$ cat src/swos_fifo.sv
// Two-entry queue of registers, generic in its payload type.
module swos_fifo #(
	parameter type item_t = logic
) (
	input  logic  clk,
	input  logic  arst_n,
	input  logic  wr,
	input  item_t wdata,
	output logic  full,
	input  logic  rd,
	output item_t rdata,
	output logic  empty
);

	item_t      ent_q [2];
	logic [1:0] count_q;
	logic       rd_ptr_q;
	logic       wr_ptr_q;

	assign full  = (count_q == 2'd2);
	assign empty = (count_q == 2'd0);
	assign rdata = ent_q[rd_ptr_q];

	always_ff @(posedge clk or negedge arst_n) begin
		if (!arst_n) begin
			count_q  <= 2'd0;
			rd_ptr_q <= 1'b0;
			wr_ptr_q <= 1'b0;
		end else begin
			if (wr)
				wr_ptr_q <= ~wr_ptr_q;
			if (rd)
				rd_ptr_q <= ~rd_ptr_q;
			if (wr && !rd)
				count_q <= count_q + 2'd1;
			else if (rd && !wr)
				count_q <= count_q - 2'd1;
		end
	end

	always_ff @(posedge clk) begin
		if (wr)
			ent_q[wr_ptr_q] <= wdata;
	end

	a_no_overflow: assert property (@(posedge clk) disable iff (!arst_n)
		wr |-> (!full || rd))
		else $error("queue written while full");
	a_no_underflow: assert property (@(posedge clk) disable iff (!arst_n)
		rd |-> !empty)
		else $error("queue read while empty");

endmodule

$ cat config.mk
export PLATFORM = sky130hd
export DESIGN_NAME = swos_fifo
export DESIGN_NICKNAME = d
export VERILOG_FILES = /design/src/swos_fifo.sv
export SDC_FILE = /design/constraint.sdc
export NUM_CORES = 1
export LEC_CHECK = 0
export BUFFER_PORTS_ARGS = -buffer_cell sky130_fd_sc_hd__buf_2
export CAP_MARGIN = 0
export CORE_AREA = 2 2 39 41
export CTS_BUF_LIST = sky130_fd_sc_hd__clkbuf_16
export CTS_CLUSTER_DIAMETER = 50
export CTS_CLUSTER_SIZE = 8
export DETAILED_ROUTE_END_ITERATION = 6
export DIE_AREA = 0 0 41 43
export PLACE_DENSITY = 0.41
export SYNTH_ARGS = -nofsm -noshare
export SYNTH_HDL_FRONTEND = slang
export SYNTH_SLANG_ARGS = --single-unit
$ cat constraint.sdc
create_clock -name clk -period 1.2 [get_ports clk]
set_clock_uncertainty 0.2 [all_clocks]
set_input_delay 0.06 -clock clk [delete_from_list [all_inputs] [get_ports clk]]
set_output_delay 0.06 -clock clk [all_outputs]
set_load 0.02 [all_outputs]
==> impl_metrics.env, run 1 <==
export IMPL_status="finished, violations left"
export IMPL_failed_checks="negative setup slack"
export IMPL_stdcell_area_um2=485
export IMPL_synth_area_um2=260
export IMPL_vias=196
export IMPL_synth_area_leader_cell="dfrtp_1"
export IMPL_synth_flop_cell="dfrtp_1"
export IMPL_drive_gt1_share_pct=36.8
export IMPL_initial_core_util_pct=18.8
export IMPL_cts_reportedPaths_clkPinSlew_ns=0.03
export IMPL_fp_coreArea_mm2=0.00138
export IMPL_maxCapViolCount=0
export IMPL_fin_tns_setup_ns=-0.135
export IMPL_antenna_found_initial=0
export IMPL_grt_pass1_wl_um=821
export IMPL_grt_util_met1_pct=7.62
export IMPL_hold_viol=0
export IMPL_place_gp_congestion=0.621
export IMPL_syn_to_final_growth_pct=86.5
export IMPL_setup_ws_ns=-0.113
export IMPL_utilization_pct=35.1
export IMPL_dieArea_mm2=0.00176
export IMPL_grt_busiest_layer="met2"
export IMPL_vias_per_cell=3.63
export IMPL_cp_arrival_ns=1.05
export IMPL_fp_dieH_um=43
export IMPL_synth_top_area_share_pct=38.5
export IMPL_num_rows=14
export IMPL_path_class="reg2out"
export IMPL_fmax_ghz=0.761
export IMPL_hp_class="in2reg"
export IMPL_drc=0
export IMPL_insertedDiodeCount=0
export IMPL_ys_warn_count=0
export IMPL_grtUsageMet3_pct=5.24
export IMPL_pre_cts_slack_ns=0.0600
export IMPL_reg2regPathDepth=3
export IMPL_ys_types=11
export IMPL_p_per_area_mw_per_mm2=2700
export IMPL_fin_crit_sh_pct=109
export IMPL_start_kind="register"
export IMPL_syn_nets=25
export IMPL_h_tree_depth=1
export IMPL_post_route_min_period_ns=1.31
export IMPL_rsz0062_at_grt="true"
export IMPL_cts_tree="done"
export IMPL_worstSetupEndpointType="primary output"
export IMPL_tightest_slew_ns=0.190
export IMPL_finalSetupViolCount=2
export IMPL_drtAntennaViolNets=0
export IMPL_worst_path_max_fanout=2
export IMPL_fp_dieW_um=41
export IMPL_grt_pass1_vias=193
export IMPL_root_buffer="clkbuf_16"
export IMPL_cts_made_buffers=3
export IMPL_max_vdd_ir_drop_mv=0.771
export IMPL_drt_iter0_drc=5
export IMPL_grt_max_degree=5
export IMPL_cts_sinks=6
export IMPL_min_path_cells=3
export IMPL_grtUsageMet2_pct=10.6
export IMPL_async_reset_ff_share_pct=66.7
export IMPL_postSynthCellCount=19
export IMPL_r2r_start="count_q[0]$_DFFE_PN0P_"
export IMPL_gr_total_overflow=0
export IMPL_cts_buffer_depth=2
export IMPL_insertion_delay_ns=0.23
export IMPL_drv_slew=0
export IMPL_firstDrtPassIters=4
export IMPL_drt_wl_total_um=528
export IMPL_max_slew_margin_pct=87.3
export IMPL_ios=8
export IMPL_worstPathRequired_ns=0.94
export IMPL_crit_start="rd_ptr_q$_DFFE_PN0P_"
export IMPL_yosysSeqAreaShare_pct=61.5
export IMPL_synth_edff_count=2
export IMPL_synth_commonest_cells="dfrtp_1 (4), xor2_1 (4), edfxtp_1 (2), nor2_1 (2)"
export IMPL_dp_hpwl_um=339
export IMPL_leakagePower_nw=0.231
export IMPL_yosys_register_bits=6
export IMPL_wl_per_cell_um=9.78
export IMPL_synthTopCellsByArea="dfrtp_1 (38%), edfxtp_1 (23%), xor2_1 (13%)"
export IMPL_avgSynthCellArea_um2=13.7
export IMPL_place_area_um2=315
export IMPL_grt_usage_pct=8.00
export IMPL_io_buffer_count=7
export IMPL_final_nets=45
export IMPL_hold_start="wr"
[cell families (layout without fill, tap and decap cells)]
logic type               Yosys count  in the layout  share of synthesized area [%]
buffers and inverters              1             20                           1.44
adder cells (fa/ha/maj)            1              1                           4.81
XOR/XNOR                           5              5                           16.8
flip-flops                         6              6                           61.5
AND/OR/NAND/NOR                    5              5                           11.1
multiplexers                       1              1                           4.33
[registers in the layout (all words and copies together) (netlist names)]
signal / count
wr_ptr_q: 1
count_q: 2
rd_ptr_q: 1
ent_q: 2
[per-stage QoR]
step / power (W) / hold slack [ns] / cells
2_1_floorplan: 0.000555 / -0.436 / 19
3_3_place_gp: 0.000629 / -0.327 / 42
3_5_place_dp: 0.000642 / -0.329 / 42
4_1_cts: 0.00131 / 0.0324 / 54
5_1_grt: 0.00137 / 0.0586 / 54
6_report: 0.00131 / 0.0201 / 54
[layer usage]
metal  vias to the layer above  wire, um
met5                         -         0
met4                         0        14
met3                         2        44
met2                         6       274
met1                        88       195
li1                        100         -
[layout make-up]
cell class,instances,area [um^2]
Clock inverter,1,3.75
Clock buffer,3,75.1
Fill cell,135,898
Inverter,1,3.75
Sequential cell,6,160
Tap cell,16,20.0
Multi-Input combinational cell,12,100
Timing Repair Buffer,15,123
[critical path, cell delays in order, from the launching register on]
cell and delay [ns]:
dfrtp_1 0.38, mux2_4 0.31, buf_6 0.13
[final timing paths]
kind | endpoint | slack (ns)
max in group asynchronous | wr_ptr_q$_DFFE_PN0P_ | 0.11
hold / removal | count_q[0]$_DFFE_PN0P_ | 0.02
min in group asynchronous | count_q[0]$_DFFE_PN0P_ | 0.52
hold reg to reg | wr_ptr_q$_DFFE_PN0P_ | 0.28
setup reg to reg | count_q[1]$_DFFE_PN0P_ | 0.06
setup / recovery | rdata | -0.11
[layout by cell type, fill, tap and decap left out, types with 2 or more instances in the layout]
cell type | Yosys | routed
xor2_1 | 4 | 4
buf_4 | 0 | 2
nor2_1 | 2 | 2
clkbuf_16 | 0 | 3
inv_1 | 1 | 2
dfrtp_1 | 4 | 4
buf_6 | 0 | 2
dlygate4sd3_1 | 0 | 6
buf_2 | 0 | 5
edfxtp_1 | 2 | 2
[power breakdown]
group	internal, W	switching [W]
combinational	0.000227	0.000167
sequential	0.000300	0.0000629
clock	0.000433	0.000119
[repair_timing]
item | 4_1_cts | 5_1_grt
hold buffers | 6 | 0
endpoints found under the setup margin | 2 | 2
setup buffers | 2 | 0
endpoints found under the hold margin | 8 | 0
resized for setup | 4 | 1
Note: power is estimated with default switching activity, not from simulation.
==> run 2: changes to the inputs <==
--- a/config.mk
+++ b/config.mk
@@ -6,4 +6,5 @@
 export NUM_CORES = 1
 export LEC_CHECK = 0
+export ABC_AREA = 1
 export BUFFER_PORTS_ARGS = -buffer_cell sky130_fd_sc_hd__buf_2
 export CAP_MARGIN = 0
@@ -14,5 +15,6 @@
 export DETAILED_ROUTE_END_ITERATION = 6
 export DIE_AREA = 0 0 41 43
-export PLACE_DENSITY = 0.41
+export PLACE_DENSITY = 0.42
+export SLEW_MARGIN = 20
 export SYNTH_ARGS = -nofsm -noshare
 export SYNTH_HDL_FRONTEND = slang
==> constraint.sdc (replaced) <==
create_clock -name clk -period 1.2 [get_ports clk]
set_clock_uncertainty 0.2 [all_clocks]
set_input_delay 0.12 -clock clk [delete_from_list [all_inputs] [get_ports clk]]
set_output_delay 0.12 -clock clk [all_outputs]
set_load 0.02 [all_outputs]
==> impl_metrics.env, run 2 <==
export IMPL_seq_area_um2=161
export IMPL_wl_per_cell_um=10.0
export IMPL_internal_power_w=0.000986
export IMPL_grt_max_degree=6
export IMPL_pre_cts_slack_ns=0.0397
export IMPL_final_common_cell="inv_1"
export IMPL_most_common_layout_cells="inv_1 (6), nand2_1 (4), dlygate4sd3_1 (4), buf_2 (4), buf_4 (4)"
export IMPL_place_area_um2=335
export IMPL_drtAntennaViolNets=0
export IMPL_async_reset_ff_share_pct=66.7
export IMPL_drt_iter0_drc=5
export IMPL_comb_power_share_pct=32.8
export IMPL_avgSynthCellArea_um2=10.0
export IMPL_root_buffer="clkbuf_16"
export IMPL_finalPower_w=0.00139
export IMPL_fp_dieH_um=43
export IMPL_crit_chain="mux2_4 > buf_6"
export IMPL_fp_dieW_um=41
export IMPL_synthTopCellsByArea="dfrtp_1 (36%), edfxtp_1 (21%), inv_1 (8.0%)"
export IMPL_synth_flop_cell="dfrtp_1"
export IMPL_maxCapViolCount=0
export IMPL_drive_gt1_share_pct=41.3
export IMPL_initial_core_util_pct=20.3
export IMPL_yosysSeqAreaShare_pct=57.1
export IMPL_grt_usage_pct=9.00
export IMPL_syn_nets=34
export IMPL_rsz0062_at_grt="true"
export IMPL_fillers=146
export IMPL_dieArea_mm2=0.00176
export IMPL_ios=8
export IMPL_start_kind="register"
export IMPL_multi_input_area_um2=105
export IMPL_fp_coreArea_mm2=0.00138
export IMPL_syn_to_final_growth_pct=79.9
export IMPL_place_gp_congestion=0.555
export IMPL_grtUsageMet3_pct=6.28
export IMPL_synth_commonest_cells="inv_1 (6), dfrtp_1 (4), nand2_1 (4)"
export IMPL_postSynthCellCount=28
export IMPL_synth_area_leader_cell="dfrtp_1"
export IMPL_p_per_area_mw_per_mm2=2750
export IMPL_final_cells=62
export IMPL_cts_reportedPaths_clkPinSlew_ns=0.03
export IMPL_fin_crit_sh_pct=114
export IMPL_insertedDiodeCount=0
export IMPL_tightest_slew_ns=0.139
export IMPL_p_sw_w=0.000400
export IMPL_worstPathRequired_ns=0.88
export IMPL_grt_busiest_layer="met1"
export IMPL_reg2regPathDepth=2
export IMPL_drc=0
export IMPL_grt_util_met1_pct=10.5
export IMPL_setup_ws_ns=-0.169
export IMPL_max_slew_margin_pct=90.7
export IMPL_ys_types=13
export IMPL_hold_viol=0
export IMPL_cp_arrival_ns=1.05
export IMPL_path_class="reg2out"
export IMPL_stdcell_area_um2=504
export IMPL_drv_slew=0
export IMPL_failed_checks="negative setup slack"
export IMPL_leakagePower_nw=0.256
export IMPL_cts_sinks=6
export IMPL_vias_per_cell=3.94
export IMPL_crit_path_max_incr_delay_ns=0.39
export IMPL_grtUsageMet2_pct=10.3
export IMPL_seqPwrFrac_pct=27.8
export IMPL_antenna_found_initial=0
export IMPL_dpl_cell_count=51
export IMPL_p_clk_share_pct=39.3
export IMPL_ys_warn_count=0
export IMPL_gr_total_overflow=0
export IMPL_switching_share_pct=28.9
export IMPL_yosys_register_bits=6
export IMPL_r2r_end="count_q[0]$_DFFE_PN0P_"
export IMPL_status="finished, violations left"
export IMPL_yosysMostFrequentCell="inv_1"
export IMPL_post_route_min_period_ns=1.37
export IMPL_dp_hpwl_um=419
export IMPL_synth_area_um2=280
export IMPL_num_rows=14
export IMPL_firstDrtPassIters=4
export IMPL_r2r_setup_slack_ns=0.18
export IMPL_hold_ws_ns=0.0336
export IMPL_hp_class="in2async"
export IMPL_finalSetupViolCount=3
export IMPL_h_tree_depth=1
export IMPL_vias=244
export IMPL_synth_edff_count=2
export IMPL_cts_buffer_depth=2
export IMPL_max_vdd_ir_drop_mv=1.08
export IMPL_io_buffer_count=7
export IMPL_cts_tree="done"
export IMPL_drt_wl_total_um=621
export IMPL_slowest_stage="dfrtp_1"
export IMPL_cts_made_buffers=3
export IMPL_grt_pass1_vias=239
export IMPL_synth_top_area_share_pct=35.7
export IMPL_worst_path_max_fanout=2
export IMPL_top_regs="count_q x2, ent_q x2"
export IMPL_grt_pass1_wl_um=952
export IMPL_r2r_start="count_q[0]$_DFFE_PN0P_"
export IMPL_fmax_ghz=0.730
export IMPL_final_nets=53
export IMPL_insertion_delay_ns=0.23
export IMPL_worstSetupEndpointType="primary output"
[run 2: cell count changes after synthesis]
cell     before  now
and2_1        1    0
and2b_2       1    0
inv_1         1    6
inv_2         0    1
nand2_1       0    4
nand2_2       0    1
nand3_1       0    1
nand4_1       0    1
nor2_1        2    3
nor2b_1       1    0
xor2_1        4    2
[run 2: worst max path at each step]
stage | startpoint | end | slack, ns | depth (start not counted)
floorplan | rd_ptr_q$_DFFE_PN0P_ | rdata | 0.15 | 1
global placement | rd_ptr_q$_DFFE_PN0P_ | rdata | 0.06 | 2
detailed placement | rd_ptr_q$_DFFE_PN0P_ | rdata | 0.04 | 2
CTS | rd_ptr_q$_DFFE_PN0P_ | rdata | -0.17 | 2
global route | rd_ptr_q$_DFFE_PN0P_ | rdata | -0.19 | 2
finish | rd_ptr_q$_DFFE_PN0P_ | rdata | -0.17 | 2
[run 2: worst max-delay path: cells and delay by family, from the launching register on]
kind,cells,cell delay (ns)
flip-flops,1,0.39
multiplexers,1,0.31
buffers and inverters,1,0.13
[run 2: area by class of cell]
cell class,instances,area share (%)
repair buffers,14,22.3
well taps,16,3.97
flip-flops and latches,6,32.0
clock buffers,3,14.9
inverters,7,5.21
multi-input cells,15,20.8
clock inverters,1,0.744
[run 2: power groups by stage]
stage | Clock (W) | Combinational [W] | Sequential (W)
after floorplan | 0 | 0.000210 | 0.000358
after global placement | 0 | 0.000274 | 0.000365
after detailed placement | 0 | 0.000287 | 0.000373
after CTS | 0.000555 | 0.000406 | 0.000372
after global routing | 0.000575 | 0.000494 | 0.000396
final | 0.000545 | 0.000455 | 0.000386
[run 2: metrics by stage]
step,util (%),setup TNS [ns]
after global routing,36.4,-0.296
after CTS,35.0,-0.230
after detailed placement,24.2,0
after floorplan,-,0
final,36.4,-0.206
after global placement,24.2,0
[run 2: repair_timing]
item,4_1_cts,5_1_grt
endpoints found under the setup margin,3,3
pin swaps,2,0
hold endpoints to repair,8,0
hold buffers,4,0
buffers inserted,2,1
resized for setup,6,4
[run 2: logic make-up after synthesis]
logic type	Yosys count	synth area share, %
xor gates and xnor gates	3	9.38
adders and majority gates	1	4.46
buffers and inverters	7	9.37
DFF	6	57.1
muxes	1	4.02
and+or+nand+nor	10	15.6
[run 2: layer usage]
layer | up-vias | share of wire [%]
met5 | - | 0
met4 | 0 | 0
met3 | 0 | 9.8
met2 | 10 | 48
met1 | 114 | 42
li1 | 120 | -
==> run 3: changes to the inputs <==
Clock period 1.2 ns to 1.3 ns, I/O delays scaled along.
==> impl_metrics.env, run 3 (synthesis gave the netlist of run 2 again) <==
export IMPL_crit_buf_inv=1
export IMPL_cts_sinks=6
export IMPL_insertion_delay_ns=0.23
export IMPL_path_class="reg2out"
export IMPL_antenna_found_initial=0
export IMPL_leakagePower_nw=0.245
export IMPL_drtAntennaViolNets=0
export IMPL_io_buffer_count=7
export IMPL_h_tree_depth=1
export IMPL_drv_slew=0
export IMPL_vias=236
export IMPL_grt_util_met1_pct=10.2
export IMPL_wl_per_cell_um=10.1
export IMPL_max_vdd_ir_drop_mv=0.893
export IMPL_worstSetupEndpointType="primary output"
export IMPL_cp_arrival_ns=1.05
export IMPL_place_area_um2=335
export IMPL_failed_checks="negative setup slack"
export IMPL_drt_iter0_drc=5
export IMPL_finalSetupViolCount=1
export IMPL_drt_wl_total_um=604
export IMPL_cts_tree="done"
export IMPL_fillers=150
export IMPL_drc=0
export IMPL_stdcell_area_um2=478
export IMPL_tightest_slew_ns=0.131
export IMPL_crit_path_max_incr_delay_ns=0.39
export IMPL_fmax_ghz=0.725
export IMPL_final_nets=51
export IMPL_dpl_cell_count=51
export IMPL_finalPower_w=0.00119
export IMPL_hold_viol=0
export IMPL_num_rows=14
export IMPL_most_common_layout_cells="inv_1 (7), buf_2 (5), nand2_1 (4), dlygate4sd3_1 (4)"
export IMPL_grt_pass1_wl_um=938
export IMPL_place_gp_congestion=0.555
export IMPL_rsz0062_at_grt="true"
export IMPL_grtUsageMet2_pct=10.3
export IMPL_post_route_min_period_ns=1.38
export IMPL_max_slew_margin_pct=91.2
export IMPL_maxCapViolCount=0
export IMPL_critical_path_top_delay_family="flip-flops"
export IMPL_dieArea_mm2=0.00176
export IMPL_fp_coreArea_mm2=0.00138
export IMPL_fp_dieW_um=41
export IMPL_ios=8
export IMPL_setup_ws_ns=-0.0791
export IMPL_insertedDiodeCount=0
export IMPL_grt_usage_pct=8.90
export IMPL_initial_core_util_pct=20.3
export IMPL_slowest_stage="dfrtp_1"
export IMPL_top_regs="count_q x2, ent_q x2"
export IMPL_r2r_setup_slack_ns=0.29
export IMPL_root_buffer="clkbuf_16"
export IMPL_multi_input_area_um2=100
export IMPL_gr_total_overflow=0
export IMPL_worstPathRequired_ns=0.97
export IMPL_cts_made_buffers=3
export IMPL_firstDrtPassIters=4
export IMPL_dp_hpwl_um=419
export IMPL_final_cells=60
export IMPL_status="finished, violations left"
export IMPL_grt_pass1_vias=236
export IMPL_grt_busiest_layer="met2"
export IMPL_hp_class="in2async"
export IMPL_grt_max_degree=6
export IMPL_drive_gt1_share_pct=36.4
export IMPL_final_common_cell="inv_1"
export IMPL_start_kind="register"
export IMPL_crit_chain="mux2_4 > buf_6"
export IMPL_p_per_area_mw_per_mm2=2500
export IMPL_seq_area_um2=161
export IMPL_fin_crit_sh_pct=106
export IMPL_worst_path_max_fanout=2
export IMPL_vias_per_cell=3.93
export IMPL_grtUsageMet3_pct=6.28
export IMPL_syn_to_final_growth_pct=70.5
export IMPL_cts_buffer_depth=2
export IMPL_fp_dieH_um=43
export IMPL_cts_reportedPaths_clkPinSlew_ns=0.03
[run 3: cell count changes in the layout (fill, tap and decap cells not counted), sizes merged]
cell  change
buf       -2
[run 3: cell type report]
class	instances	share of cell area (%)
clock buffer	3	15.7
clock inverter	1	0.785
inverter	7	5.50
multi-input combinational	15	20.9
sequential	6	33.8
tap	16	4.19
timing repair buffer	12	19.1
[run 3: stage by stage]
stage          hold slack, ns  TNS (ns)  utilization [%]  worst slack, ns
2_1_floorplan          -0.366         0                -            0.242
3_3_place_gp           -0.260         0             24.2            0.151
3_5_place_dp           -0.256         0             24.2            0.130
4_1_cts                0.0430   -0.0820             34.1          -0.0820
5_1_grt                0.0590   -0.0964             34.5          -0.0964
6_report               0.0436   -0.0791             34.5          -0.0791
[run 3: power by group]
part / switching, W / total (W) / internal (W)
combinational: 0.000167 / 0.000338 / 0.000171
clock: 0.000104 / 0.000503 / 0.000399
sequential: 0.0000726 / 0.000352 / 0.000279
[run 3: routing by layer]
| layer | vias to the layer above | wire length (um) |
|---|---|---|
| met5 | - | 0 |
| met4 | 0 | 0 |
| met3 | 0 | 67 |
| met2 | 10 | 287 |
| met1 | 111 | 249 |
| li1 | 115 | - |
[run 3: path summary, 6_finish.rpt]
check / startpoint / endpoint / depth (start not counted)
setup reg to reg: wr_ptr_q$_DFFE_PN0P_ / ent_q[0]$_DFFE_PP_ / 1
setup / recovery: rd_ptr_q$_DFFE_PN0P_ / rdata / 2
min in group clk: wr / ent_q[1]$_DFFE_PP_ / 3
max in group asynchronous: arst_n / count_q[0]$_DFFE_PN0P_ / 2
hold / removal: arst_n / rd_ptr_q$_DFFE_PN0P_ / 2
hold reg to reg: wr_ptr_q$_DFFE_PN0P_ / wr_ptr_q$_DFFE_PN0P_ / 1
[run 3: what timing repair did]
item,CTS,global route
setup endpoints to repair,1,2
hold endpoints to repair,8,0
gates resized for setup,3,3
setup buffers,1,0
hold buffers,4,0
