File: src/swos_pkg.sv
// Shared types, constants and trig tables for the sweep object segmenter.
package swos_pkg;

	localparam int MAX_OBJECTS   = 6;
	localparam int SWEEP_SAMPLES = 91;

	localparam logic [15:0] IR_START_RST = 16'd1120;
	localparam logic [15:0] PING_RST     = 16'd800;
	localparam logic [15:0] IR_NEXT_RST  = 16'd1600;
	localparam logic [15:0] SEED_RST     = 16'd1600;

	localparam int          ARC_NUM   = 157;
	localparam longint      ARC_DEN   = 4500;
	localparam int          ARC_SHIFT = 44;
	localparam logic [31:0] ARC_RECIP =
		32'(((64'd1 << ARC_SHIFT) + ARC_DEN - 64'd1) / ARC_DEN);

	localparam longint Q30_ONE     = 64'sd1073741824;
	localparam longint Q30_PI      = 64'sd3373259426;
	localparam longint Q30_HALF_PI = 64'sd1686629713;
	localparam longint DEG_SCALE   = 64'sd18000;
	localparam longint PI_X100     = 64'sd314;

	localparam longint COS_DIV [12] = '{
		64'sd2, 64'sd12, 64'sd30, 64'sd56, 64'sd90, 64'sd132,
		64'sd182, 64'sd240, 64'sd306, 64'sd380, 64'sd462, 64'sd552
	};
	localparam longint SIN_DIV [12] = '{
		64'sd6, 64'sd20, 64'sd42, 64'sd72, 64'sd110, 64'sd156,
		64'sd210, 64'sd272, 64'sd342, 64'sd420, 64'sd506, 64'sd600
	};

	typedef struct packed {
		logic [15:0] ir_dist;
		logic [15:0] ping_dist;
		logic        last_sample;
	} item_t;

	typedef struct packed {
		logic               object_valid;
		logic               sweep_done;
		logic [2:0]         object_number;
		logic [15:0]        distance;
		logic [7:0]         center_deg;
		logic [15:0]        arc_width;
		logic signed [15:0] pos_x;
		logic signed [15:0] pos_y;
	} result_t;

	typedef struct packed {
		logic [15:0] ir_start_limit;
		logic [15:0] ping_limit;
		logic [15:0] ir_next_limit;
		logic [15:0] min_dist_seed;
	} cfg_t;

	typedef enum logic [1:0] {
		REG_IR_START = 2'd0,
		REG_PING     = 2'd1,
		REG_IR_NEXT  = 2'd2,
		REG_SEED     = 2'd3
	} cfg_reg_t;

	typedef struct packed {
		logic        obj;
		logic        done;
		logic [2:0]  number;
		logic [15:0] min_dist;
		logic [6:0]  run;
		logic [7:0]  center;
	} rec_t;

	typedef enum logic [2:0] {
		B_IDLE,
		B_MUL1,
		B_MUL2,
		B_RECIP,
		B_SAT,
		B_POS,
		B_OUT
	} back_state_t;

	typedef logic signed [31:0] trig_tab_t [256];

	function automatic trig_tab_t build_trig(input logic want_sin);
		trig_tab_t tab;
		longint    t;
		longint    csign;
		longint    x2;
		longint    ct;
		longint    st;
		longint    csum;
		longint    ssum;
		for (int deg = 0; deg < 256; deg++) begin
			t = (longint'(deg) * PI_X100 * Q30_ONE) / DEG_SCALE;
			csign = 1;
			if (t > Q30_HALF_PI) begin
				t = Q30_PI - t;
				csign = -1;
			end
			x2   = (t * t) / Q30_ONE;
			ct   = Q30_ONE;
			csum = ct;
			st   = t;
			ssum = st;
			for (int n = 1; n <= 12; n++) begin
				ct   = ((-ct * x2) / Q30_ONE) / COS_DIV[n - 1];
				csum = csum + ct;
				st   = ((-st * x2) / Q30_ONE) / SIN_DIV[n - 1];
				ssum = ssum + st;
			end
			tab[deg] = want_sin ? 32'(ssum) : 32'(csign * csum);
		end
		return tab;
	endfunction

	localparam trig_tab_t COS_TAB = build_trig(1'b0);
	localparam trig_tab_t SIN_TAB = build_trig(1'b1);

endpackage

File: src/swos_front.sv
// Front end: holds one sample for lookahead, segments objects, emits records.
module swos_front (
	input  logic            clk,
	input  logic            arst_n,
	input  swos_pkg::cfg_t  cfg,
	input  logic            acc,
	input  swos_pkg::item_t item,
	output logic            rec_push,
	output swos_pkg::rec_t  rec
);

	logic [15:0] held_ir_q, held_ir_d;
	logic [15:0] held_ping_q, held_ping_d;
	logic        have_held_q, have_held_d;
	logic [6:0]  idx_q, idx_d;
	logic        in_obj_q, in_obj_d;
	logic [6:0]  run_q, run_d;
	logic [15:0] run_min_q, run_min_d;
	logic [2:0]  found_q, found_d;

	logic       lastx;
	logic       active;
	logic       start;
	logic       close;
	logic       clear;
	logic [7:0] two_i;
	logic [7:0] run_ext;
	logic [7:0] center;

	always_comb begin
		two_i   = {idx_q, 1'b0};
		run_ext = {1'b0, run_q};
		center  = (run_ext > two_i) ? 8'd0 : (two_i - run_ext);
		lastx   = item.last_sample ||
			(({1'b0, idx_q} + 8'd1) >= 8'(swos_pkg::SWEEP_SAMPLES - 1));
		active  = (found_q < 3'(swos_pkg::MAX_OBJECTS));
		start   = !in_obj_q && (held_ir_q < cfg.ir_start_limit) &&
			(held_ping_q < cfg.ping_limit) &&
			(item.ir_dist < cfg.ir_next_limit) && (item.ping_dist != 16'd0);
		close   = in_obj_q &&
			((held_ir_q >= cfg.ir_start_limit) || (held_ping_q >= cfg.ping_limit));

		held_ir_d   = held_ir_q;
		held_ping_d = held_ping_q;
		have_held_d = have_held_q;
		idx_d       = idx_q;
		in_obj_d    = in_obj_q;
		run_d       = run_q;
		run_min_d   = run_min_q;
		found_d     = found_q;
		clear       = 1'b0;
		rec_push    = 1'b0;
		rec         = '0;
		rec.number  = found_q;

		if (acc) begin
			if (!have_held_q) begin
				if (item.last_sample) begin
					rec.done = 1'b1;
					rec_push = 1'b1;
					clear    = 1'b1;
				end else begin
					held_ir_d   = item.ir_dist;
					held_ping_d = item.ping_dist;
					have_held_d = 1'b1;
					idx_d       = 7'd0;
				end
			end else begin
				if (active) begin
					if (close) begin
						rec.obj      = 1'b1;
						rec.min_dist = run_min_q;
						rec.run      = run_q;
						rec.center   = center;
						rec_push     = 1'b1;
						found_d      = found_q + 3'd1;
						in_obj_d     = 1'b0;
						run_d        = 7'd0;
						run_min_d    = cfg.min_dist_seed;
					end else if (in_obj_q || start) begin
						in_obj_d = 1'b1;
						run_d    = run_q + 7'd1;
						if (held_ping_q < run_min_q)
							run_min_d = held_ping_q;
					end
				end
				if (lastx) begin
					rec.done = 1'b1;
					rec_push = 1'b1;
					clear    = 1'b1;
				end else begin
					held_ir_d   = item.ir_dist;
					held_ping_d = item.ping_dist;
					idx_d       = idx_q + 7'd1;
				end
			end
		end

		if (clear) begin
			held_ir_d   = 16'd0;
			held_ping_d = 16'd0;
			have_held_d = 1'b0;
			idx_d       = 7'd0;
			in_obj_d    = 1'b0;
			run_d       = 7'd0;
			run_min_d   = cfg.min_dist_seed;
			found_d     = 3'd0;
		end
	end

	always_ff @(posedge clk or negedge arst_n) begin
		if (!arst_n) begin
			held_ir_q   <= 16'd0;
			held_ping_q <= 16'd0;
			have_held_q <= 1'b0;
			idx_q       <= 7'd0;
			in_obj_q    <= 1'b0;
			run_q       <= 7'd0;
			run_min_q   <= swos_pkg::SEED_RST;
			found_q     <= 3'd0;
		end else begin
			held_ir_q   <= held_ir_d;
			held_ping_q <= held_ping_d;
			have_held_q <= have_held_d;
			idx_q       <= idx_d;
			in_obj_q    <= in_obj_d;
			run_q       <= run_d;
			run_min_q   <= run_min_d;
			found_q     <= found_d;
		end
	end

	a_found_limit: assert property (@(posedge clk) disable iff (!arst_n)
		found_q <= 3'(swos_pkg::MAX_OBJECTS))
		else $error("object count beyond limit");
	a_done_clears: assert property (@(posedge clk) disable iff (!arst_n)
		(rec_push && rec.done) |=> (!have_held_q && !in_obj_q && found_q == 3'd0))
		else $error("sweep state not cleared after done");

endmodule

File: config.mk
export PLATFORM = sky130hd
export DESIGN_NAME = swos_front
export DESIGN_NICKNAME = d
export VERILOG_FILES = /design/src/swos_pkg.sv /design/src/swos_front.sv
export SDC_FILE = /design/constraint.sdc
export NUM_CORES = 1
export LEC_CHECK = 0
export BUFFER_PORTS_ARGS = -buffer_cell sky130_fd_sc_hd__buf_2
export CORE_MARGIN = 3
export CORE_UTILIZATION = 50
export CTS_CLUSTER_SIZE = 25
export DETAILED_ROUTE_END_ITERATION = 7
export PLACE_DENSITY = 0.81
export SLEW_MARGIN = 20
export SYNTH_ARGS = -nofsm -noshare
export SYNTH_HDL_FRONTEND = slang
export SYNTH_SLANG_ARGS = --single-unit
File: constraint.sdc
create_clock -name clk -period 2.95 [get_ports clk]
set_input_delay 0.295 -clock clk [delete_from_list [all_inputs] [get_ports clk]]
set_output_delay 0.295 -clock clk [all_outputs]
set_load 0.02 [all_outputs]
==> results.sh, run 1 <==
export IMPL_die_area_mm2=0.01244
export IMPL_synthXorXnorAreaFrac_pct=1.259
export IMPL_dp_slack_ns=-0.3697
export IMPL_num_io_pins=137
export IMPL_max_freq_mhz=303.5
export IMPL_crit_start="held_ping_q[9]"
export IMPL_powerDensity_mw_per_mm2=553.6
export IMPL_worst_pin_slew_ns=0.8862
export IMPL_die_h_um=111.5
export IMPL_yosys_area_top_type_share_pct=28.77
export IMPL_insertion_delay_ns=0.35
export IMPL_dp_hpwl_mm=13.11
export IMPL_hold_violations=0
export IMPL_worstReg2RegStart="held_ping_q[9]"
export IMPL_grt_pass1_wl_mm=28.28
export IMPL_yosysSeqAreaShare_pct=30.19
export IMPL_synthAdderAreaFrac_pct=16.54
export IMPL_synth_area_leaders="dfrtp_1 29%, ha_1 16%, inv_1 7.6%"
export IMPL_clock_path_buffers=2
export IMPL_place_gp_congestion=0.9095
export IMPL_synth_area_mux_share_pct=4.473
export IMPL_vias=5857
export IMPL_drt_vias_per_instance=5.940
export IMPL_fp_row_count=37
export IMPL_drcViolationCount=0
export IMPL_port_buffers=136
export IMPL_slew_viol_final=0
export IMPL_violations="setup timing"
export IMPL_cp_max_fo=8
export IMPL_async_flop_share_pct=100.0
export IMPL_ys_flop_type="dfrtp_1"
export IMPL_grt_pass1_vias=5987
export IMPL_coreArea_mm2=0.01056
export IMPL_fin_crit_ns=3.295
export IMPL_setup_viol=57
export IMPL_dr_first_iter_drc_count=450
export IMPL_finalCritPeriodShare_pct=111.7
export IMPL_path_class="register to output port"
export IMPL_synthDistinctLibCells=57
export IMPL_syn_inst=666
export IMPL_power_total_uw=4118
export IMPL_final_cell_mix="129 x buf_2, 111 x inv_1, 62 x dfrtp_1, 61 x ha_1, 53 x buf_4"
export IMPL_fin_ws_ns=-0.3454
export IMPL_peakVddDrop_mv=0.4056
export IMPL_synthSimpleGateAreaFrac_pct=16.45
export IMPL_cp_arrival_ns=3.00
export IMPL_grt_max_degree=68
export IMPL_synth_top_family_by_area="compound AO/OA/AOI/OAI gates"
export IMPL_start_kind="register"
export IMPL_reg2reg_depth=11
export IMPL_ant_nets=0
export IMPL_synth_compound_gate_area_share_pct=21.22
export IMPL_leakagePower_uw=0.003817
export IMPL_numClockSinks=67
export IMPL_grt_antenna_before_repair=3
export IMPL_ys_ff_latch=67
export IMPL_slew_headroom_pct=40.92
export IMPL_grt_usage_pct=27.67
export IMPL_dr_pass1_iters=5
export IMPL_end_kind="output port"
export IMPL_grt_overflow=0
export IMPL_die_x_um=111.5
export IMPL_synth_edf_count=0
export IMPL_post_synth_top_area_cell="dfrtp_1"
export IMPL_cts_tree="done"
export IMPL_synth_nets=839
export IMPL_final_util_pct=70.47
export IMPL_max_cap_violations=0
export IMPL_drive_gt1_share_pct=33.22
export IMPL_clk_pin_slew_ns=0.08
export IMPL_rsz0062_at_grt="yes"
export IMPL_yosysWarnings=0
export IMPL_status="finished, violations left"
export IMPL_hold_path_class="input pin to async pin"
export IMPL_wl_mm=18.10
export IMPL_nets=1017
export IMPL_fin_worst_skew_ns=0.01461
export IMPL_htreeDepth=3
export IMPL_synth_area_mm2=0.005567
export IMPL_post_drt_wl_per_cell_um=18.36
export IMPL_syn2layout_area_growth_pct=33.63
export IMPL_clockRootBuffer="clkbuf_8"
export IMPL_syn_area_per_cell_um2=8.358
export IMPL_crit_required_ns=2.65
export IMPL_numCtsBuffers=9
export IMPL_initial_core_util_pct=52.74
export IMPL_layout_commonest_cell="buf_2"
[repair_timing]
action / CTS / global route
endpoints found under the hold margin: 0 / 0
gates resized for setup: 30 / 44
setup endpoints to repair: 58 / 58
hold buffers: 0 / 0
pin swaps: 5 / 12
cloned: 2 / 1
setup buffers: 4 / 13
[critical path: stages, from the launching register on]
cell      delay, ns
dfrtp_1        0.42
ha_4           0.24
a21oi_4        0.13
nor3_2         0.07
nor4_2         0.32
o311ai_4       0.19
or4_4          0.59
o21ai_4        0.17
buf_12         0.14
buf_8          0.13
nor3_1         0.05
buf_4          0.20
[Yosys cell counts (5+ instances only)]
cell / count
a21o_1: 17
a21oi_1: 38
a311o_1: 16
buf_1: 5
clkbuf_1: 23
dfrtp_1: 64
ha_1: 72
inv_1: 112
mux2_2: 7
mux2_4: 10
nand2_1: 50
nand3_1: 41
nand4_1: 10
nor2_1: 25
nor3_1: 24
nor4_1: 7
o21ai_0: 45
o22ai_1: 5
o31ai_1: 17
xnor2_1: 6
[path summary, 6_finish.rpt]
kind	to	slack [ns]
setup / recovery	rec[20]	-0.35
hold / removal	held_ir_q[14]	0.14
setup reg to reg	run_min_q[13]	-0.30
hold reg to reg	in_obj_q	0.49
max in group asynchronous	idx_q[1]	2.16
min in group clk	held_ir_q[6]	0.21
[metrics by stage]
stage | cell area, µm² | hold slack (ns) | cells | TNS (ns)
finish | 7438 | 0.1433 | 986 | -15.17
floorplan | 5685 | -0.0005911 | 666 | -1.542
detailed placement | 6749 | 0.4792 | 951 | -8.906
global route | 7438 | 0.2137 | 986 | -20.75
CTS | 7086 | 0.1722 | 973 | -12.89
global placement | 6749 | 0.4600 | 951 | -4.128
[logic make-up after synthesis]
group | count (synthesis)
AOI/OAI and AO/OA | 172
xor gates and xnor gates | 8
adders and majority gates | 73
buffers and inverters | 143
DFF | 67
muxes | 19
and+or+nand+nor | 184
[layout make-up]
cell class              instances  area [µm²]
diodes                          1       2.502
clock buffers                  13       158.9
clock inverters                 3       15.01
fillers                       779        3117
inverters                     113       436.7
multi-input cells             456        3717
flip-flops and latches         67        1683
well taps                     136       170.2
repair buffers                197        1255
[report_power, final]
part | internal [µW] | switching (µW) | leakage (µW)
clock | 348 | 343 | 0.0000932
combinational | 1030 | 1100 | 0.00289
sequential | 1130 | 167 | 0.000837
total | 2510 | 1610 | 0.00382
[registers in the layout, summed over array words and instances, names as in the netlist]
signal	flops
held_ir_q	16
held_ping_q	16
have_held_q	1
run_q	7
idx_q	7
found_q	3
in_obj_q	1
run_min_q	16
[metal layers]
| metal | part of all wire (%) | routed length, µm | track usage, % | up-vias |
|---|---|---|---|---|
| li1 | - | - | - | 2727 |
| met5 | 0.15 | 27 | 0 | - |
| met2 | 50 | 9033 | 48.09 | 272 |
| met3 | 6.6 | 1192 | 6.957 | 74 |
| met4 | 4.5 | 813 | 12.25 | 4 |
| met1 | 39 | 7034 | 32.24 | 2780 |
(Power assumes the default switching activity.)
==> run 2: changes to the inputs <==
--- a/config.mk
+++ b/config.mk
@@ -7,10 +7,10 @@
 export LEC_CHECK = 0
 export BUFFER_PORTS_ARGS = -buffer_cell sky130_fd_sc_hd__buf_2
 export CORE_MARGIN = 3
-export CORE_UTILIZATION = 50
+export CORE_UTILIZATION = 45
 export CTS_CLUSTER_SIZE = 25
 export DETAILED_ROUTE_END_ITERATION = 7
-export PLACE_DENSITY = 0.81
+export PLACE_DENSITY = 0.74
 export SLEW_MARGIN = 20
 export SYNTH_ARGS = -nofsm -noshare
 export SYNTH_HDL_FRONTEND = slang
==> run 2 against run 1 <==
Against the previous run:
- the run still ends with setup timing left
- sequential cell count is the same
- final cell count grew 4.1%
- clock skew shrank 0.0078 ns
- sequential share of layout area shrank 0.93 points
- first-iteration DRC count shrank 11%
- sequential power is essentially flat
- core utilization shrank 4.5 points
- critical path depth shrank 1
- die area grew 10%
- critical endpoint is now run_min_q[0]
- largest power group unchanged
- highest routed layer unchanged
==> results.sh, run 2 (synthesis gave the netlist of run 1 again) <==
export IMPL_status="finished, violations left"
export IMPL_violations="setup timing"
export IMPL_crit_slowest_cell="or4_4"
export IMPL_power_share_sequential_pct=27.3
export IMPL_dp_cells=985
export IMPL_place_gp_congestion=0.8971
export IMPL_numClockSinks=67
export IMPL_drcViolationCount=0
export IMPL_dp_hpwl_mm=13.58
export IMPL_numCtsBuffers=9
export IMPL_final_cell_mix="122 x buf_2, 110 x inv_1, 70 x buf_4, 62 x dfrtp_1, 61 x ha_1"
export IMPL_switchingPower_uw=1680
export IMPL_leakagePower_uw=0.003945
export IMPL_fp_row_count=39
export IMPL_reg_largest_list="held_ir_q x16, held_ping_q x16, run_min_q x16"
export IMPL_layout_commonest_cell="buf_2"
export IMPL_setup_viol=57
export IMPL_die_area_mm2=0.01374
export IMPL_num_io_pins=137
export IMPL_die_h_um=117.2
export IMPL_cts_tree="done"
export IMPL_whs_ns=0.04501
export IMPL_powerDensity_mw_per_mm2=613.6
export IMPL_clk_pin_slew_ns=0.06
export IMPL_rsz0062_at_grt="yes"
export IMPL_start_kind="register"
export IMPL_max_stage_delay_ns=0.56
export IMPL_grt_pass1_vias=5850
export IMPL_slew_headroom_pct=45.12
export IMPL_crit_required_ns=3.17
export IMPL_insertion_delay_ns=0.34
export IMPL_nets=1027
export IMPL_clockPowerShare_pct=28.0
export IMPL_post_layout_nonfiller_instances=1026
export IMPL_grt_antenna_before_repair=4
export IMPL_post_dp_cell_area_mm2=0.006854
export IMPL_slew_viol_final=0
export IMPL_hold_violations=0
export IMPL_syn2layout_area_growth_pct=39.36
export IMPL_drt_vias_per_instance=5.692
export IMPL_ant_nets=0
export IMPL_multi_input_comb_area_mm2=0.003717
export IMPL_htreeDepth=3
export IMPL_fill_cells=970
export IMPL_port_buffers=136
export IMPL_fin_crit_ns=3.216
export IMPL_grt_usage_pct=27.17
export IMPL_fin_ws_ns=-0.2659
export IMPL_reg2reg_depth=10
export IMPL_end_kind="register"
export IMPL_clockRootBuffer="clkbuf_16"
export IMPL_grt_max_degree=73
export IMPL_coreArea_mm2=0.01176
export IMPL_wl_mm=18.67
export IMPL_finalCritPeriodShare_pct=109.0
export IMPL_power_share_combinational_pct=44.7
export IMPL_grt_overflow=0
export IMPL_fin_worst_skew_ns=0.006796
export IMPL_worstReg2RegStart="held_ping_q[9]"
export IMPL_dr_pass1_iters=5
export IMPL_intPower_uw=3080
export IMPL_design_area_mm2=0.007757
export IMPL_max_cap_violations=0
export IMPL_drive_gt1_share_pct=34.11
export IMPL_cp_max_fo=16
export IMPL_vias=5840
export IMPL_initial_core_util_pct=47.33
export IMPL_ctsHoldBuffers=0
export IMPL_die_x_um=117.2
export IMPL_final_util_pct=65.96
export IMPL_seq_area_mm2=0.001683
export IMPL_cp_arrival_ns=3.43
export IMPL_clock_path_buffers=2
export IMPL_switching_share_pct=35.30
export IMPL_hold_path_class="input pin to async pin"
export IMPL_peakVddDrop_mv=0.3357
export IMPL_path_class="register to register"
export IMPL_grt_pass1_wl_mm=29.04
export IMPL_worst_pin_slew_ns=0.8232
export IMPL_max_freq_mhz=311.0
export IMPL_crit_chain="ha_4 -> a21oi_2 -> nor3_2 -> nor4_2 -> o311ai_4 -> or4_4 -> o311a_4 -> a311oi_4 -> buf_12 -> mux2_4"
export IMPL_dr_first_iter_drc_count=400
export IMPL_crit_start="held_ping_q[9]"
export IMPL_post_drt_wl_per_cell_um=18.19
run 2: path summary, 6_finish.rpt:
| kind | endpoint | slack, ns |
|---|---|---|
| setup reg to reg | run_min_q[0] | -0.27 |
| setup / recovery | run_min_q[0] | -0.27 |
| hold / removal | held_ping_q[9] | 0.05 |
| hold reg to reg | run_min_q[2] | 0.52 |
| max in group asynchronous | idx_q[1] | 2.19 |
| min in group clk | held_ping_q[10] | 0.21 |
run 2: stage by stage:
stage / TNS [ns] / total power (µW) / setup slack [ns]
floorplan: -1.542 / 2534 / -0.1273
global placement: -5.960 / 3061 / -0.2933
detailed placement: -8.401 / 3139 / -0.4041
CTS: -9.210 / 4638 / -0.2137
global route: -15.27 / 5040 / -0.3327
finish: -11.73 / 4760 / -0.2659
run 2: repair_timing:
action / CTS / global route
resized for setup: 50 / 25
pin swaps: 7 / 5
cloned: 0 / 1
setup buffers: 17 / 5
endpoints found under the setup margin: 58 / 58
run 2: layer usage:
| metal | wire length [µm] | track usage, % |
|---|---|---|
| met1 | 7701 | 33.83 |
| met5 | 12 | 0 |
| met3 | 1028 | 4.524 |
| met4 | 466 | 10.55 |
| met2 | 9458 | 46.91 |
run 2: area by class of cell:
class / instances / area share, %
clock buffers: 9 / 2.903
flip-flops and latches: 67 / 21.69
multi-input cells: 456 / 47.92
inverters: 113 / 5.500
repair buffers: 207 / 17.44
diodes: 3 / 0.09677
clock inverters: 7 / 1.806
well taps: 164 / 2.645
run 2: worst max-delay path, delay by kind of cell (launching register included):
family                   cells  cell delay [ns]
AND/OR/NAND/NOR              3             0.96
flip-flops                   1             0.40
buffers and inverters        1             0.23
AO/OA/AOI/OAI                4             0.95
multiplexers                 1             0.32
adder cells (fa/ha/maj)      1             0.23
run 2: power groups by stage:
stage | clock, µW | sequential (µW) | combinational (µW)
2_1_floorplan | 0 | 1270 | 1260
3_3_place_gp | 0 | 1290 | 1770
3_5_place_dp | 0 | 1300 | 1840
4_1_cts | 1350 | 1290 | 2000
5_1_grt | 1390 | 1320 | 2330
6_report | 1330 | 1300 | 2130
